## src/hdl/assert_macros.svh

```systemverilog
// Assertion helpers; every user clocks on i_clk and resets on i_rst_n.
`ifndef ASSERT_MACROS_SVH
`define ASSERT_MACROS_SVH

// Same-cycle implication.
`define ASSERT_IMPL(lbl, ante, cons, msg) \
    lbl: assert property (@(posedge i_clk) disable iff (!i_rst_n) (ante) |-> (cons)) \
        else $error(msg);

// Next-cycle implication.
`define ASSERT_NEXT(lbl, ante, cons, msg) \
    lbl: assert property (@(posedge i_clk) disable iff (!i_rst_n) (ante) |=> (cons)) \
        else $error(msg);

`endif

```

## src/hdl/gmt_pkg.sv

```systemverilog
package gmt_pkg;

    localparam int DEF_MAX_COLUMNS = 1024;
    localparam int DEF_MAX_ROWS    = 1024;

    localparam int IDX_W   = 20;
    localparam int IN_W    = 320;
    localparam int OUT_W   = 184;
    localparam int CFG_W   = 32;
    localparam int CFG_AW  = 3;

    localparam logic signed [31:0] RST_SIZE  = 32'sd65536;
    localparam logic        [30:0] RST_SCALE = 31'd65536;
    localparam logic        [19:0] RST_MODE  = 20'd2048;

    typedef enum logic [CFG_AW-1:0] {
        CFG_SIZE_X   = 3'd0,
        CFG_SIZE_Y   = 3'd1,
        CFG_SIZE_Z   = 3'd2,
        CFG_ORIGIN_X = 3'd3,
        CFG_ORIGIN_Y = 3'd4,
        CFG_ORIGIN_Z = 3'd5,
        CFG_SCALE    = 3'd6,
        CFG_MODE     = 3'd7
    } t_cfg_idx;

    typedef enum logic [1:0] {
        CMB_SUM = 2'd0,
        CMB_MIN = 2'd1,
        CMB_MAX = 2'd2,
        CMB_ALT = 2'd3
    } t_combine;

    typedef enum logic [1:0] {
        PLN_XY  = 2'd0,
        PLN_XZ  = 2'd1,
        PLN_YZ  = 2'd2,
        PLN_ALT = 2'd3
    } t_plane;

    typedef enum logic [1:0] {
        WND_FRONT = 2'd0,
        WND_BACK  = 2'd1,
        WND_BOTH  = 2'd2,
        WND_ALT   = 2'd3
    } t_wind;

    typedef enum logic [1:0] {
        CRN_BL = 2'd0,
        CRN_BR = 2'd1,
        CRN_TL = 2'd2,
        CRN_TR = 2'd3
    } t_corner;

    // Corner order per triangle pair, first corner in the low bits.
    localparam logic [11:0] SEQ_FRONT      = {CRN_TL, CRN_TR, CRN_BR, CRN_TL, CRN_BR, CRN_BL};
    localparam logic [11:0] SEQ_FRONT_DIAG = {CRN_TL, CRN_TR, CRN_BL, CRN_TR, CRN_BR, CRN_BL};
    localparam logic [11:0] SEQ_BACK       = {CRN_TR, CRN_TL, CRN_BR, CRN_BR, CRN_TL, CRN_BL};
    localparam logic [11:0] SEQ_BACK_DIAG  = {CRN_TR, CRN_BL, CRN_BR, CRN_TR, CRN_TL, CRN_BL};

    function automatic t_corner corner_at(input logic back, input logic diag,
                                          input logic [2:0] j);
        logic [11:0] seq;
        case ({back, diag})
            2'b00:   seq = SEQ_FRONT;
            2'b01:   seq = SEQ_FRONT_DIAG;
            2'b10:   seq = SEQ_BACK;
            default: seq = SEQ_BACK_DIAG;
        endcase
        return t_corner'(seq[{j, 1'b0} +: 2]);
    endfunction

    function automatic logic signed [31:0] sat32(input logic signed [50:0] v);
        if (v > 51'sd2147483647)
            return 32'sh7fffffff;
        else if (v < -51'sd2147483648)
            return 32'sh80000000;
        else
            return v[31:0];
    endfunction

    function automatic logic signed [49:0] combine(input logic [1:0] code,
                                                   input logic signed [48:0] a,
                                                   input logic signed [48:0] b);
        case (code)
            CMB_MIN: return (a < b) ? 50'(a) : 50'(b);
            CMB_MAX: return (a > b) ? 50'(a) : 50'(b);
            default: return 50'(a) + 50'(b);
        endcase
    endfunction

endpackage

```

## src/hdl/gmt_mul.sv

```systemverilog
module gmt_mul
    import gmt_pkg::*;
(
    input  logic               i_clk,
    input  logic               i_load,
    input  logic signed [32:0] i_a,
    input  logic signed [32:0] i_b,
    output logic signed [47:0] o_q
);

    logic signed [32:0] r_a;
    logic signed [32:0] r_b;
    logic signed [63:0] r_p;
    logic signed [65:0] w_full;
    logic signed [63:0] w_rnd;

    always_ff @(posedge i_clk) begin
        if (i_load) begin
            r_a <= i_a;
            r_b <= i_b;
        end
        r_p <= w_full[63:0];
    end

    assign w_full = r_a * r_b;
    // round half up: add one half LSB, then floor shift
    assign w_rnd  = r_p + 64'sd32768;
    assign o_q    = w_rnd[63:16];

endmodule

```

## config.mk

```make
export PLATFORM = sky130hd
export DESIGN_NAME = gmt_mul
export DESIGN_NICKNAME = d
export VERILOG_FILES = /design/src/hdl/assert_macros.svh /design/src/hdl/gmt_pkg.sv /design/src/hdl/gmt_mul.sv
export SDC_FILE = /design/constraint.sdc
export NUM_CORES = 2
export LEC_CHECK = 0
export BUFFER_PORTS_ARGS = -buffer_cell sky130_fd_sc_hd__buf_4
export CORE_MARGIN = 2
export CORE_UTILIZATION = 55
export DETAILED_ROUTE_END_ITERATION = 10
export PLACE_DENSITY_LB_ADDON = 0.15
export SYNTH_ARGS = -nofsm -noshare
export SYNTH_HDL_FRONTEND = slang
export SYNTH_SLANG_ARGS = --single-unit
```

## constraint.sdc

```tcl
create_clock -name i_clk -period 7.1 [get_ports i_clk]
set_input_delay 1.42 -clock i_clk [delete_from_list [all_inputs] [get_ports i_clk]]
set_output_delay 1.42 -clock i_clk [all_outputs]
set_load 0.02 [all_outputs]
```

==> impl_metrics.ini <==
[floorplanning]
initial_core_util_pct = 55.7
die_w_um = 279
pin_count = 116
dieArea_sq_mm = 0.0779
row_count = 100
die_h_um = 279
core_area_sq_mm = 0.0747

[worst_setup_path]
critical_path_arrival_ns = 7.72
worstPathRequired_ns = 7.46
cpPeakStageDelay_ns = 0.68
path_buf_inv = 6
crit_family = adder cells
crit_type = reg -> reg
cpMaxStageDelayCell = fa_2
cp-start-kind = register
endpoint_kind = register
path_max_fanout = 7

[global_route]
overflow = 0
grt_pass1_vias = 34300
antenna_found_initial = 0
use_met1_pct = 36.3
use_met3_pct = 4.07
grt_pass1_wl_um = 185000
grt_use_met2_pct = 56.7
grt_usage_pct = 31.0
grt_busiest_layer = met2
grt_max_degree = 58

[yosys]
ys_seq_elements = 115
ys_warn_count = 0
yosys_most_used_dff = edfxtp_1
synth_cell_types = 54
syn_area_per_cell_sq_um = 9.64
synth_edf_count = 66
yosysSeqAreaShare_pct = 7.12
synth_nets = 5717
netlist_area_sq_mm = 0.0416
syn_inst = 4317
async_flop_share_pct = 0

[run]
cap_violations = 0

[sta]
period_share_pct = 104
finClkSkew_ns = 0.0225
post-route-min-period_ns = 7.36
fmax_mhz = 136
slew_headroom_pct = 37.9
setup_slack_ns = -0.260
hold_violations = 0
worst_pin_slew_ns = 0.931
setup_viol = 22
maxSlewViolCount = 0
rsz0062_at_grt = yes

[detailed_routing]
route.detailed.vias_per_inst = 5.27
drcViolationCount = 0
first_iter_violations = 1419
drt_pre_antenna_iters = 5
antenna_left = 0
wire_per_inst_um = 19.7
vias = 29900
wl_um = 112000

[placed_design]
gp_congestion = 0.958
dp_cells = 5597
portBuffers = 115
hpwl_um = 95800

[cells_and_area]
instances_no_fill = 5671
layout-drive-gt1-share_pct = 17.0
syn2layout_area_growth_pct = 17.4
fin_nets = 6089
nFillCells = 6096
antenna_cells = 0

[run_status]
outcome = finished with violations
violations = setup timing

[clocking]
root_buffer = clkbuf_16
clockBufferDepth = 2
cts.sinks = 115
numCtsBuffers = 17
cts_tree = yes
clk_latency_ns = 0.49
cts.clk_slew.worst_paths_ns = 0.08
postCtsHoldBufs = 0
h-tree-depth = 4

[min_path]
holdCritPathClass = in -> reg
[cell type report]
class,count,area [sq um],share of cell area [%]
timing repair buffer,560,5240,10.7
sequential,115,2960,6.07
clock buffer,22,475,0.973
inverter,1067,4010,8.21
clock inverter,10,97.6,0.200
tap,969,1210,2.48
multi-input combinational,2928,34900,71.4
[synth_stat cells (5+ instances only)]
master | number | area [sq um]
xnor2_1 | 76 | 666
edfxtp_1 | 66 | 1980
and2_1 | 542 | 3390
a211oi_1 | 10 | 75.1
a21oi_1 | 51 | 255
nor3_1 | 13 | 65.1
o21bai_1 | 7 | 52.6
and3_1 | 14 | 87.6
nor2b_1 | 29 | 181
nand2b_1 | 11 | 68.8
and4_1 | 7 | 61.3
fa_1 | 1124 | 22500
a21o_1 | 43 | 323
nand2_1 | 575 | 2160
dfxtp_1 | 49 | 981
xor2_1 | 38 | 333
o211ai_1 | 5 | 37.5
clkbuf_1 | 207 | 777
nand4_1 | 17 | 106
inv_1 | 1067 | 4010
o21ai_0 | 24 | 120
nor2_1 | 42 | 158
nand3_1 | 36 | 180
ha_1 | 208 | 2600
a31oi_1 | 7 | 43.8
[sequential cells by signal (all words and copies together) (netlist names)]
name / count
r_b: 33
r_p: 49
r_a: 33
[metal layers]
layer | wire length, um | vias up | share of wire (%)
li1 | - | 13100 | -
met1 | 42300 | 15700 | 38
met2 | 58900 | 735 | 53
met3 | 4670 | 267 | 4.2
met4 | 5660 | 0 | 5.1
met5 | 0 | - | 0
[path summary, 6_finish.rpt]
check	from	end	slack (ns)	cells after the start
worst max register to register	r_b[1]$_DFFE_PP_	r_p[57]$_DFF_P_	-0.26	25
worst max-delay path	r_b[1]$_DFFE_PP_	r_p[57]$_DFF_P_	-0.26	25
worst min-delay path	i_b[20]	r_b[20]$_DFFE_PP_	1.10	1
worst min register to register	r_a[1]$_DFFE_PP_	r_p[15]$_DFF_P_	1.39	7
[through the flow]
step / cell area [sq um] / utilization (%) / setup WS (ns) / TNS (ns) / hold slack (ns)
3_3_place_gp: 46800 / 62.7 / -0.330 / -5.83 / 1.32
4_1_cts: 48200 / 64.5 / -0.175 / -1.84 / 1.07
3_5_place_dp: 46800 / 62.7 / -0.433 / -7.68 / 1.32
6_report: 48800 / 65.4 / -0.260 / -3.27 / 1.10
5_1_grt: 48800 / 65.4 / -0.458 / -9.80 / 1.08
2_1_floorplan: 41700 / - / -0.286 / -1.83 / 1.01
[cell families (layout without fill, tap and decap cells)]
kind of cell    count (synthesis)  after routing  share of synthesized area, %
compound gates                177            177                          2.80
simple gates                 1304           1304                          15.9
fa+ha+maj                    1332           1332                          60.3
flops                         115            115                          7.12
xor+xnor                      114            114                          2.40
mux                             1              1                        0.0241
buf+inv                      1274           1659                          11.5
[placed cells by master (no fill, tap or decap), types with 37 or more instances in the layout]
| cell type | n |
|---|---|
| a21o_1 | 43 |
| and2_1 | 521 |
| buf_12 | 66 |
| buf_4 | 464 |
| dfxtp_1 | 49 |
| edfxtp_1 | 66 |
| fa_1 | 1091 |
| ha_1 | 180 |
| inv_1 | 1028 |
| inv_2 | 37 |
| nand2_1 | 565 |
| xnor2_1 | 75 |
[worst register-to-register path, cell delays in order, from the launching register on]
cell	delay, ns
edfxtp_1	0.37
buf_6	0.16
buf_12	0.14
and2_4	0.17
fa_2	0.58
fa_1	0.48
fa_2	0.68
inv_4	0.07
fa_2	0.58
clkinvlp_4	0.15
buf_6	0.15
fa_1	0.54
fa_2	0.45
fa_1	0.52
fa_1	0.47
ha_4	0.31
nand2_4	0.05
nor2_4	0.09
nand2_2	0.08
nor2_4	0.11
nand2_1	0.07
or3_4	0.43
a21oi_4	0.23
buf_6	0.12
a41oi_2	0.09
xnor2_1	0.14
[timing repair]
action | in CTS | in global routing
setup buffers | 16 | 21
pin swaps | 85 | 91
cloned | 4 | 1
setup endpoints to repair | 32 | 33
gates resized for setup | 138 | 116
Power is not shown: default switching activity piles up to over one toggle a cycle in this logic, so the estimate is an artifact.
